--- src/hw/rtl/gn2_pkg.sv ---
// ----------------------------------------------------------------------------
// gn2_pkg
// Shared constants, codes and types of the 2-D gradient noise evaluator.
// ----------------------------------------------------------------------------
package gn2_pkg;

	localparam int GRID_XB = 3;
	localparam int GRID_YB = 3;
	localparam int GRID_X  = 1 << GRID_XB;
	localparam int GRID_Y  = 1 << GRID_YB;

	localparam int PIX_W  = 12;
	localparam int SIZE_W = 13;
	localparam int FRAC_W = 12;
	localparam int CELL_W = 3;
	localparam int GRAD_W = 16;
	localparam int ENTRY_W = 2 * GRAD_W;
	localparam int OUT_W  = 16;

	localparam int GRID_MAXB = (GRID_XB > GRID_YB) ? GRID_XB : GRID_YB;
	// quotient width of the grid scaling divide
	localparam int DIV_W = PIX_W + FRAC_W + GRID_MAXB;

	// each RAM bank holds one column parity
	localparam int RAM_AW    = GRID_XB - 1 + GRID_YB;
	localparam int RAM_DEPTH = 1 << RAM_AW;

	localparam logic CMD_EVAL  = 1'b0;
	localparam logic CMD_WRITE = 1'b1;

	localparam logic [0:0] REG_IMAGE_WIDTH  = 1'b0;
	localparam logic [0:0] REG_IMAGE_HEIGHT = 1'b1;

	typedef struct packed {
		logic                     cmd;
		logic [CELL_W-1:0]        cell_x;
		logic [CELL_W-1:0]        cell_y;
		logic signed [GRAD_W-1:0] grad_x;
		logic signed [GRAD_W-1:0] grad_y;
	} tag_t;

endpackage

--- src/hw/rtl/gn2_grad_ram.sv ---
// ----------------------------------------------------------------------------
// gn2_grad_ram
// Gradient bank: one write port, two registered read ports.
// ----------------------------------------------------------------------------
module gn2_grad_ram import gn2_pkg::*; (
	input  logic               clk,
	input  logic               we,
	input  logic [RAM_AW-1:0]  waddr,
	input  logic [ENTRY_W-1:0] wdata,
	input  logic               re,
	input  logic [RAM_AW-1:0]  raddr_a,
	input  logic [RAM_AW-1:0]  raddr_b,
	output logic [ENTRY_W-1:0] rdata_a,
	output logic [ENTRY_W-1:0] rdata_b
);

	logic [ENTRY_W-1:0] mem [RAM_DEPTH];

	always_ff @(posedge clk) begin
		if (we) mem[waddr] <= wdata;
	end

	always_ff @(posedge clk) begin
		if (re) begin
			rdata_a <= mem[raddr_a];
			rdata_b <= mem[raddr_b];
		end
	end

endmodule

--- config.mk ---
export PLATFORM = sky130hd
export DESIGN_NAME = gn2_grad_ram
export DESIGN_NICKNAME = d
export VERILOG_FILES = /design/src/hw/rtl/gn2_pkg.sv /design/src/hw/rtl/gn2_grad_ram.sv
export SDC_FILE = /design/constraint.sdc
export NUM_CORES = 1
export LEC_CHECK = 0
export BUFFER_PORTS_ARGS = -buffer_cell sky130_fd_sc_hd__buf_4
export CORE_UTILIZATION = 63
export DETAILED_ROUTE_END_ITERATION = 7
export PLACE_DENSITY = 0.8
export RECOVER_POWER = 100
export SETUP_SLACK_MARGIN = 0.1
export SYNTH_ARGS = -nofsm -noshare
export SYNTH_HDL_FRONTEND = slang
export SYNTH_SLANG_ARGS = --single-unit
--- constraint.sdc ---
create_clock -name clk -period 3.6 [get_ports clk]
set_input_delay 0.36 -clock clk [delete_from_list [all_inputs] [get_ports clk]]
set_output_delay 0.36 -clock clk [all_outputs]
set_load 0.05 [all_outputs]
# Word level (Yosys, flattened, before mapping)
# Memories as Yosys holds them, arrays and structs flattened. A register that Yosys moved wholly into a read port is not among the register bits.
# Index checks and enable logic that the tools add are counted.
[word_totals]
register_bits = 0
mem_bits_rw = 1024
word_cells = 3
mem_count = 1
[classes]
n_mux = 2
[memory_table]
columns = ["memory", "words", "word_bits", "rd", "rd_ports_with_merged_regs", "wr", "line_no", "source"]
rows = [
  ["mem", 32, 32, 2, 2, 1, "gn2_grad_ram.sv:17", "logic [ENTRY_W-1:0] mem [RAM_DEPTH];"],
]
[op_table]
columns = ["operator", "n"]
rows = [
  ["1-bit two-way mux", 2],
]

# Longest topological paths before layout
[depth]
depth_word = 2
mapped_depth = 8
ltp_nobuf = 5

# Worst setup path before layout
# No wires, ideal clock.
[synth_timing]
kind = "input-to-reg"
startpoint = "input waddr[1]"
endpoint = "memory mem[12][0] (netlist name) (enable)"
setup_ps = 421
t_arrival_ps = 2373
path_slack_ps = 806
stages = 3
n_path_buf = 1
path_cell_list = "or3b_2 > clkbuf_1 > nor2_1"
[synth_lines]
columns = ["element", "line_no", "source"]
rows = [
  ["start: declaration", "gn2_grad_ram.sv:8", "input logic [RAM_AW-1:0] waddr,"],
  ["end: declaration", "gn2_grad_ram.sv:17", ""],
]
# Straight into the memory's write port.

# Final worst setup path
[layout_timing]
startpoint = "input waddr[0]"
endpoint = "memory mem[26][3] (netlist name) (enable)"
# Straight into the memory's write port.

==> results.yml <==
setup_path:
  worstReg2RegStart: "mem[3][23]"
  path_cells: "clkbuf_1 > nand3b_1 > nor2_1 > buf_12"
  critical_path.max_stage_delay_ns: 2.03
  crit_arrival_ns: 3.23
  critPathRequiredTime_ns: 3.95
  crit_path_end_kind: "register"
  worst_r2r_endpoint: "rdata_a[23]"
  worst-path-buf-inv: 2
  timing.critical_path.fanout_max: 17
  rrSetupSlack_ns: 1.85
  critical_path.top_delay_family: "simple AND/OR/NAND/NOR gates"
  worstRegToRegCells: 5
  cp-start-kind: "primary input"
  crit_path_top_delay_cell: "nor2_1"
  worstSetupPathType: "primary input to register"
cells_and_area:
  utilization_pct: 70.7
  layout.filler_cells: 5115
  layout_net_count: 3608
  layout-area-overhead-vs-synth_pct: 10.5
  fraction_of_final_layout_cells_sized_beyond_drive_strength_1_pct: 8.26
  final-instance-count-excl-fill: 4698
yosys:
  flip_flop_cell_with_the_highest_count_after_synthesis: "edfxtp_1"
  synth.yosys.warnings: 0
  avgSynthCellArea_um2: 14.7
  post_synth_inst_count: 3450
  synth_sequential_area_ratio_pct: 64.4
  synth-edff-count: 1088
  synth.lib_cells_used.distinct: 23
  synth_fp_nets: 3500
  postSynth.asyncResetShare_pct: 0
  synthesis.area_mm2: 0.0507
  ys_ff_latch: 1088
grt:
  grt_util_all_layers_pct: 36.9
  gr-total-overflow: 0
  grt_start_max_net_pins: 76
  vias_in_the_first_global_route: 34000
  initial_antenna_violation_count: 6
  grt_first_pass_wirelength_um: 220000
floorplanning:
  design.core.area_mm2: 0.0793
  design.die.area_mm2: 0.0816
  initial_utilization_pct: 64.0
  die_y_um: 286
  rows: 103
  die_width_um: 286
  ioPinCount: 114
clock_network:
  hold_buffers: 0
  cts_max_path_buffers: 3
  htree_levels: 3
  cts.root.buffer_cell: "clkbuf_16"
  tritoncts_num_sinks: 1088
  post_cts_resized: 0
  cts_tree: "yes"
  post_cts.repair.setup_buffers: 0
  clk-insertion-delay-late_ns: 0.68
  clk_pin_slew_ns: 0.06
  numCtsBuffers: 107
placement:
  dp.cells: 4499
  finalWeightedCongestion: 0.899
  place.port_buffers: 113
  dp_hpwl_um: 88100
detailed_routing:
  detail_route.vias_per_cell: 7.21
  antenna_violation_net_count_after_detailed_routing: 0
  wirelength_um: 152000
  drcViolationCount: 0
  dr.pass1.iters: 8
  vias: 33900
  drt_first_iter_violations: 4864
  route.detailed.wl_per_inst_um: 32.3
hold_path:
  holdPathEnd: "rdata_b[6]"
  number_of_instances_on_the_worst_hold_path: 5
  timing.hold.worst.start: "raddr_b[0]"
  min_path_type: "primary input to register"
power_and_ir_drop:
  leakagePower_nw: 20.6
  power_density_normalized_to_cell_area_mw_per_mm2: 498
  ir_worst_vdd_mv: 0.418
  total_power_mw: 27.9
sta:
  report.final.setup_viol: 0
  final_total_negative_setup_slack_ns: 0
  timing_hold_violations_final: 0
  worst_max_slew_pin_slew_ns: 2.56
  fmaxAchievable_mhz: 348
  rsz0062_at_grt: "false"
  finalMaxSlewViolations: 549
  max-slew-margin-rel_pct: -71.5
  min_period_over_period_pct: 79.9
  clock-skew-final_ns: 0.0269
  finalCriticalPeriod_ns: 2.88
flow_run:
  max_cap_violations: 26
outcome:
  outcome: "complete, but fails checks"
  violations_in_the_final_reports: "capacitance limit, slew limit"
metal layers:
metal | GRT usage (%) | wire length [µm]
met5 | 1.69 | 225
met4 | 21.2 | 9360
met3 | 7.97 | 20000
met2 | 56.3 | 67900
met1 | 49.1 | 54200
cell type report:
class	instances	area [µm²]	share of cell area [%]
tap	1050	1310	2.34
clock inverter	64	617	1.10
clock buffer	131	2790	4.98
sequential	1088	32700	58.3
multi-input combinational	2109	16600	29.6
antenna	4	10.0	0.0179
timing repair buffer	252	2030	3.63
cell usage in the layout (no fill, tap or decap), types with 19 or more instances in the layout:
| cell type | Yosys | final |
|---|---|---|
| a31oi_1 | 64 | 64 |
| clkbuf_1 | 86 | 150 |
| clkinv_1 | 0 | 22 |
| buf_12 | 0 | 50 |
| a22oi_1 | 192 | 192 |
| nor2_1 | 35 | 25 |
| clkbuf_16 | 0 | 108 |
| a21oi_1 | 192 | 192 |
| a22o_1 | 128 | 128 |
| nand2_1 | 195 | 193 |
| clkinv_2 | 0 | 19 |
| nor3_1 | 64 | 64 |
| buf_4 | 47 | 64 |
| nand3_1 | 194 | 194 |
| mux2i_1 | 1024 | 1024 |
| edfxtp_1 | 1088 | 1088 |
cell usage after synthesis, drive strengths merged, types with 3 or more instances:
cell | instances | share of area [%]
nor2 | 35 | 0.26
edfxtp | 1088 | 64
nand2b | 4 | 0.049
or3b | 3 | 0.052
nand3b | 5 | 0.074
mux2i | 1024 | 20
clkbuf | 90 | 0.70
a22oi | 192 | 2.8
nand2 | 195 | 1.4
nor2b | 4 | 0.049
a21oi | 192 | 1.9
buf | 163 | 2.4
nor3 | 64 | 0.63
a22o | 128 | 2.2
nand3 | 194 | 1.9
a31oi | 64 | 0.79
per-stage QoR:
step	setup WS, ns	cell area (µm²)	hold WS [ns]
detailed placement	0.879	53400	0.697
finish	0.723	56000	0.409
global placement	0.925	53400	0.681
floorplan	0.806	50700	0.459
global route	0.766	56000	0.433
CTS	1.59	56800	0.0606
tightest hold or removal path, delay by kind of cell:
kind,cells,cell delay (ns)
buffers and inverters,1,0.12
and+or+nand+nor,4,0.46
registers in the layout (all words and copies together) (netlist names):
signal and cells:
mem 1024, rdata_a 32, rdata_b 32
worst max path at each step:
stage / start / endpoint / slack (ns) / cells after the start
2_1_floorplan: waddr[1] / mem[12][0] / 0.81 / 3
3_3_place_gp: raddr_b[2] / rdata_b[14] / 0.93 / 7
3_5_place_dp: raddr_b[2] / rdata_b[14] / 0.88 / 7
4_1_cts: raddr_b[2] / rdata_b[14] / 1.59 / 7
5_1_grt: waddr[4] / mem[19][1] / 0.77 / 4
6_report: waddr[0] / mem[26][3] / 0.72 / 4
power breakdown:
group / total, mW / switching, mW / internal [mW]
logic: 2.55 / 1.75 / 0.798
registers: 14.3 / 0.136 / 14.2
clock network: 11.0 / 4.76 / 6.28
total: 27.9 / 6.65 / 21.3
cells by family after synthesis:
logic type	after synthesis	synth area share [%]
DFF	1088	64.4
muxes	1024	20.2
AOI/OAI and AO/OA	576	7.74
and+or+nand+nor	509	4.53
buffers and inverters	253	3.09
Power figures use the tool's default switching activity.
