**src/hw/rtl/gn2_pkg.sv**
```systemverilog
// ----------------------------------------------------------------------------
// gn2_pkg
// Shared constants, codes and types of the 2-D gradient noise evaluator.
// ----------------------------------------------------------------------------
package gn2_pkg;

	localparam int GRID_XB = 3;
	localparam int GRID_YB = 3;
	localparam int GRID_X  = 1 << GRID_XB;
	localparam int GRID_Y  = 1 << GRID_YB;

	localparam int PIX_W  = 12;
	localparam int SIZE_W = 13;
	localparam int FRAC_W = 12;
	localparam int CELL_W = 3;
	localparam int GRAD_W = 16;
	localparam int ENTRY_W = 2 * GRAD_W;
	localparam int OUT_W  = 16;

	localparam int GRID_MAXB = (GRID_XB > GRID_YB) ? GRID_XB : GRID_YB;
	// quotient width of the grid scaling divide
	localparam int DIV_W = PIX_W + FRAC_W + GRID_MAXB;

	// each RAM bank holds one column parity
	localparam int RAM_AW    = GRID_XB - 1 + GRID_YB;
	localparam int RAM_DEPTH = 1 << RAM_AW;

	localparam logic CMD_EVAL  = 1'b0;
	localparam logic CMD_WRITE = 1'b1;

	localparam logic [0:0] REG_IMAGE_WIDTH  = 1'b0;
	localparam logic [0:0] REG_IMAGE_HEIGHT = 1'b1;

	typedef struct packed {
		logic                     cmd;
		logic [CELL_W-1:0]        cell_x;
		logic [CELL_W-1:0]        cell_y;
		logic signed [GRAD_W-1:0] grad_x;
		logic signed [GRAD_W-1:0] grad_y;
	} tag_t;

endpackage

```
**src/hw/rtl/gn2_scale.sv**
```systemverilog
// ----------------------------------------------------------------------------
// gn2_scale
// Pipelined restoring divider, one quotient bit per stage, for both axes.
// ----------------------------------------------------------------------------
module gn2_scale import gn2_pkg::*; (
	input  logic              clk,
	input  logic              arst_n,
	input  logic              adv,
	input  logic              in_vld,
	input  tag_t              in_tag,
	input  logic [PIX_W-1:0]  pixel_x,
	input  logic [PIX_W-1:0]  pixel_y,
	input  logic [SIZE_W-1:0] div_x,
	input  logic [SIZE_W-1:0] div_y,
	output logic              out_vld,
	output tag_t              out_tag,
	output logic [DIV_W-1:0]  quo_x,
	output logic [DIV_W-1:0]  quo_y
);

	typedef struct packed {
		logic [DIV_W-1:0]  num;
		logic [DIV_W-1:0]  quo;
		logic [SIZE_W-1:0] rem;
	} axis_t;

	function automatic axis_t axis_step(input axis_t a, input logic [SIZE_W-1:0] d);
		axis_t         r;
		logic [SIZE_W:0] t;
		t = {a.rem, a.num[DIV_W-1]};
		r.num = {a.num[DIV_W-2:0], 1'b0};
		if (t >= {1'b0, d}) begin
			r.rem = SIZE_W'(t - {1'b0, d});
			r.quo = {a.quo[DIV_W-2:0], 1'b1};
		end else begin
			r.rem = t[SIZE_W-1:0];
			r.quo = {a.quo[DIV_W-2:0], 1'b0};
		end
		return r;
	endfunction

	axis_t ax_s [DIV_W];
	axis_t ay_s [DIV_W];
	tag_t  tag_s [DIV_W];
	logic  vld_s [DIV_W];
	axis_t ax_d [DIV_W];
	axis_t ay_d [DIV_W];
	axis_t ax_in, ay_in;

	always_comb begin
		ax_in.num = DIV_W'({pixel_x, {(FRAC_W + GRID_XB){1'b0}}});
		ax_in.quo = '0;
		ax_in.rem = '0;
		ay_in.num = DIV_W'({pixel_y, {(FRAC_W + GRID_YB){1'b0}}});
		ay_in.quo = '0;
		ay_in.rem = '0;
		ax_d[0] = axis_step(ax_in, div_x);
		ay_d[0] = axis_step(ay_in, div_y);
		for (int i = 1; i < DIV_W; i++) begin
			ax_d[i] = axis_step(ax_s[i-1], div_x);
			ay_d[i] = axis_step(ay_s[i-1], div_y);
		end
	end

	always_ff @(posedge clk or negedge arst_n) begin
		if (!arst_n) begin
			for (int i = 0; i < DIV_W; i++) vld_s[i] <= 1'b0;
		end else if (adv) begin
			vld_s[0] <= in_vld;
			for (int i = 1; i < DIV_W; i++) vld_s[i] <= vld_s[i-1];
		end
	end

	always_ff @(posedge clk) begin
		if (adv) begin
			tag_s[0] <= in_tag;
			for (int i = 1; i < DIV_W; i++) tag_s[i] <= tag_s[i-1];
			for (int i = 0; i < DIV_W; i++) begin
				ax_s[i] <= ax_d[i];
				ay_s[i] <= ay_d[i];
			end
		end
	end

	assign out_vld = vld_s[DIV_W-1];
	assign out_tag = tag_s[DIV_W-1];
	assign quo_x   = ax_s[DIV_W-1].quo;
	assign quo_y   = ay_s[DIV_W-1].quo;

endmodule

```
**config.mk**
```make
export PLATFORM = sky130hd
export DESIGN_NAME = gn2_scale
export DESIGN_NICKNAME = d
export VERILOG_FILES = /design/src/hw/rtl/gn2_pkg.sv /design/src/hw/rtl/gn2_scale.sv
export SDC_FILE = /design/constraint.sdc
export NUM_CORES = 2
export LEC_CHECK = 0
export BUFFER_PORTS_ARGS = -buffer_cell sky130_fd_sc_hd__buf_2
export CAP_MARGIN = 30
export CORE_MARGIN = 4
export CORE_UTILIZATION = 55
export CTS_BUF_LIST = sky130_fd_sc_hd__clkbuf_16
export CTS_CLUSTER_DIAMETER = 50
export DETAILED_ROUTE_END_ITERATION = 16
export GPL_ROUTABILITY_DRIVEN = 0
export GPL_TIMING_DRIVEN = 0
export HOLD_SLACK_MARGIN = 0.03
export MAX_ROUTING_LAYER = met4
export PLACE_DENSITY = 0.76
export SYNTH_ARGS = -nofsm -noshare
export SYNTH_HDL_FRONTEND = slang
export SYNTH_MEMORY_MAX_BITS = 65536
export SYNTH_SLANG_ARGS = --single-unit
```
**constraint.sdc**
```tcl
create_clock -name clk -period 3.1 [get_ports clk]
set_input_delay 0.155 -clock clk [delete_from_list [all_inputs] [get_ports clk]]
set_output_delay 0.155 -clock clk [all_outputs]
set_load 0.005 [all_outputs]
```
; After elaboration in Yosys (flattened, before gate mapping)
; Memory sizes are Yosys's and may differ from the RTL's.
; Index checks and enable logic that the tools add are counted.
; Widths: inputs -> output; s select.
[op_classes]
n_addsub = 54
mul = 0
div_mod_pow = 0
n_lt_le_gt_ge = 54
eq_ne = 0
n_shift = 0
muxes = 56
bitwise_logic = 0
n_reduce_logical = 0
[op_table]
columns = cell, n
row1 = $mux 14, 54
row2 = $ge 14x13->1, 52
row3 = $sub 13x13->13, 52
row4 = $ge 1x13->1, 2
row5 = $sub 1x13->13, 2
row6 = $mux 1, 2
[totals]
ff_bits = 27
latch_bits = 0
mem_bits_rw = 4617
romBits = 0
inputBits = 93
output_inout_bits = 94
memories = 3
[mem_list]
columns = memory, words, width, rd, rd_ports_with_merged_regs, write_ports, line_no
row1 = ax_s, 27, 66, 27, 0, 27, gn2_scale.sv:42  ; axis_t ax_s [DIV_W];
row2 = ay_s, 27, 66, 27, 0, 27, gn2_scale.sv:43  ; axis_t ay_s [DIV_W];
row3 = tag_s, 27, 39, 27, 0, 27, gn2_scale.sv:44  ; tag_t tag_s [DIV_W];

; Depth between registers and ports, before layout
; An unclocked memory read counts as a cell.
[logic_depth]
word_depth = 3
mapped_depth = 12
depth_no_buf = 11

; Worst setup path after synthesis
; OpenSTA, ideal clock, no wires.
[synth_path]
path_type = input to register
from = input div_x[0]
to = memory ax_s[1][269] in the netlist's numbering (data pin)
t_arrival_ns = 3.717
t_required_ns = 2.840
setup_slack_ns = -0.877
stages = 12
path_buffers = 2
cell_sequence = clkinv_1 > clkbuf_1 > fa_1 > a21o_1 > a21oi_2 > o21bai_1 > a221o_1 > o21ai_2 > o311ai_1 > a311o_1 > buf_6 > mux2_4
[synth_rtl]
columns = element, line_no
row1 = start: declaration, gn2_scale.sv:13  ; input logic [SIZE_W-1:0] div_x,
row2 = end: declaration, gn2_scale.sv:42

==> run_results.csv <==
group,metric,value,unit
run_status,status,"finished, violations left",
run_status,violations,"antenna violations, negative setup slack",
timing,period_share,101,%
synth,synthMostInstantiatedCell,"edfxtp_1",
synth,ys_ff_latch,2644,
timing,setup_viol_count_final,8,
synth,async_reset_ff_share,1.02,%
synth,synth_fp_nets,8509,
setup_path,r2r_setup_slack,-0.02,ns
timing,hold_viol_final,0,
finish,drive_gt1_share,17.6,%
route,vias,66084,
worst_hold_path,holdPathStages,3,
floorplanning,die_h,468,um
global_routing,grt_max_degree,200,
clock_tree,cts_tree,"built",
timing,slew_viol_final,0,
synth,syn_inst,7688,
clock_tree,numCtsBuffers,318,
place,dp_hpwl,130,mm
global_routing,grt_pass1_vias,65872,
setup_path,path_depth,10,
synth,avgSynthCellArea,15.2,um2
clock_tree,clk_pin_slew,0.06,ns
finish,layout.nets,9294,
synth,yosysSeqAreaShare,68.0,%
route,drt.antenna.violating_nets,1,
timing,worst_slack,-0.0207,ns
timing,worst_slew_pin_slew,1.13,ns
synth,yosys_warnings,0,
route,detail_route.drc_violations,0,
setup_path,r2r_cells,10,
setup_path,r2r-start,"ax_s[1][198]$_SDFFCE_PN0P_",
route,firstDrtPassIters,6,
floorplanning,coreArea,210000,um2
global_routing,grt_pass1_wl,346,mm
clock_tree,clkLatencyLatePin,0.96,ns
setup_path,rr_endpoint,"ax_s[1][272]$_DFFE_PP_",
global_routing,grt.total_usage,20.3,%
setup_path,worstPathMaxFanout,10,
floorplanning,dieArea,219000,um2
synth,synth-edff-count,2617,
setup_path,crit_type,"reg2reg",
flow_run,maxCapViolations,0,
place,portBuffers,186,
synth,synthDistinctLibCells,86,
clock_tree,cts_sinks,2644,
route,drt_iter0_drc,5283,
global_routing,overflow,0,
power_and_ir_drop,leakage,51.3,nW
setup_path,slowest_delay,0.43,ns
finish,final_core_util,64.6,%
clock_tree,cts_max_level,5,
setup_path,critPathArrivalTime,3.78,ns
finish,fill_cells,14462,
setup_path,end_kind,"flop",
setup_path,startpoint_type,"flop",
timing,post-route-min-period,3.12,ns
synth,syn_area,117000,um2
floorplanning,initial_core_util,55.4,%
worst_hold_path,min_to,"ay_s[0][462]$_DFFE_PP_",
timing,rsz0062_at_grt,"yes",
setup_path,cp_slowest_cell,"edfxtp_1",
route,wl_per_cell,19.1,um
setup_path,worstPathRequired,3.76,ns
floorplanning,io_pins,187,
setup_path,cp_top_family,"compound AO/OA/AOI/OAI gates",
synth,synthFlopType,"edfxtp_1",
synth,synth_area_leaders,"edfxtp_1 67%, ha_1 7.3%, mux2_2 3.4%",
clock_tree,cts_root_buffer,"clkbuf_16",
synth,yosys.area.top_type,"edfxtp_1",
power_and_ir_drop,ir_worst_vdd,0.000774,V
setup_path,path_cells,"fa_2, a21o_1, a21oi_2, o21bai_2, a221o_1, o21ai_2, o311ai_2, a311o_2, buf_8, mux2_4",
floorplanning,die_w,468,um
timing,relSlewSlack,24.8,%
route,drt-total-wl,220,mm
timing,skew,0.0852,ns
synth,ys_top_cells_by_count,"2617 x edfxtp_1, 678 x ha_1, 439 x a21oi_1",
power_and_ir_drop,power_density,979,nW/um2
worst_hold_path,hp-class,"in2reg",
route,avgViaCountPerCell,5.73,
timing,setup_tns,-0.106,ns
setup_path,crit_buf_inv,1,
clock_tree,clock_path_buffers,4,
worst_hold_path,hold_start,"div_y[0]",
global_routing,antenna_found_initial,3,
floorplanning,fp-row-count,168,
synth,synth_top_area_share,67.4,%
finish,area_delta_synth_final,16.6,%
timing,clock.fmax,0.320,GHz
worst register-to-register path: cells and delay by family, from the launching register on:
kind | cells | cell delay [ns]
flip-flops | 1 | 0.43
adder cells (fa/ha/maj) | 1 | 0.40
multiplexers | 1 | 0.31
AO/OA/AOI/OAI | 7 | 1.56
buffers and inverters | 1 | 0.17
final cells by class:
class                   instances  area [um2]  share of cell area [%]
repair buffers                465        4370                    3.22
inverters                     249         965                   0.710
diodes                          8        20.0                  0.0147
plain buffers                 181        1320                   0.972
clock buffers                 327        8180                    6.02
clock inverters               235        1940                    1.43
well taps                    2805        3510                    2.58
multi-input cells            4613       36300                    26.7
repair inverters                1        7.51                 0.00553
flip-flops and latches       2644       79300                    58.3
state kept, by name (all words and copies together), names as in the netlist:
register,flops
out_vld,1
vld_s,26
ax_s,782
tag_s,1053
ay_s,782
how the worst max path moves through the flow:
stage / from / end / slack, ns
after CTS: ax_s[1][528]$_SDFFCE_PN0P_ / ax_s[1][599]$_DFFE_PP_ / 0.0003
after detailed placement: adv / vld_s[15]$_DFFE_PN0P_ / -2.38
after floorplan: div_x[1] / ax_s[1][269]$_DFFE_PP_ / -0.37
after global routing: ax_s[1][198]$_SDFFCE_PN0P_ / ax_s[1][271]$_DFFE_PP_ / -0.14
final: ax_s[1][198]$_SDFFCE_PN0P_ / ax_s[1][272]$_DFFE_PP_ / -0.02
after global placement: adv / ay_s[1][564]$_DFFE_PP_ / -38.69
power breakdown:
group | switching [mW] | internal [mW]
clock network | 14.4 | 21.2
logic | 23.8 | 21.6
registers | 3.19 | 48.8
total | 41.4 | 91.6
kinds of logic after synthesis:
group	Yosys count	synth area share, %
simple gates	1395	5.74
buf+inv	431	1.75
mux	402	3.94
xor+xnor	438	3.29
flops	2644	68.0
compound gates	1650	9.13
fa+ha+maj	728	8.14
cells in the final DEF (no fill, tap or decap), drive strengths merged, types with 32 or more instances in the layout:
master and instances:
a211o 32, a211oi 34, a21o 196, a21oi 448, a31oi 56, buf 420
clkbuf 387, clkinv 100, dlygate4sd3 159, edfxtp 2617, fa 50, ha 678
inv 335, mux2 377, nand2 422, nand2b 51, nand3 89, nand4 45
nor2 385, nor2b 97, nor3 91, o211ai 49, o21a 113, o21ai 437
o21bai 38, xnor2 265, xor2 173
per-stage QoR:
step / total power [mW] / instance area, um2 / cells / worst slack (ns) / hold slack [ns]
2_1_floorplan: 85.3 / 117000 / 7688 / -0.366 / -0.141
3_3_place_gp: 93.8 / 122000 / 10679 / -38.69 / 0.164
3_5_place_dp: 95.5 / 123000 / 10717 / -2.38 / 0.176
4_1_cts: 132 / 135000 / 11472 / 0.000318 / 0.0356
5_1_grt: 141 / 136000 / 11522 / -0.137 / 0.0694
6_report: 133 / 136000 / 11528 / -0.0207 / 0.0920
what timing repair did:
action | 4_1_cts | 5_1_grt
resized for setup | 61 | 127
pin swaps | 23 | 33
buffers inserted | 20 | 44
hold buffers | 166 | 1
endpoints found under the hold margin | 247 | 1
setup endpoints to repair | 666 | 536
gates cloned | 7 | 4
per-layer routing:
metal  global-route usage (%)  part of all wire [%]  vias to the layer above
met1                     26.3                    43                    32094
met2                     32.4                    48                     2113
met3                     3.19                   5.7                      632
li1                         -                     -                    31245
met4                     7.93                   3.9                        0
met5                        -                     0                        -
(Power assumes the default switching activity.)
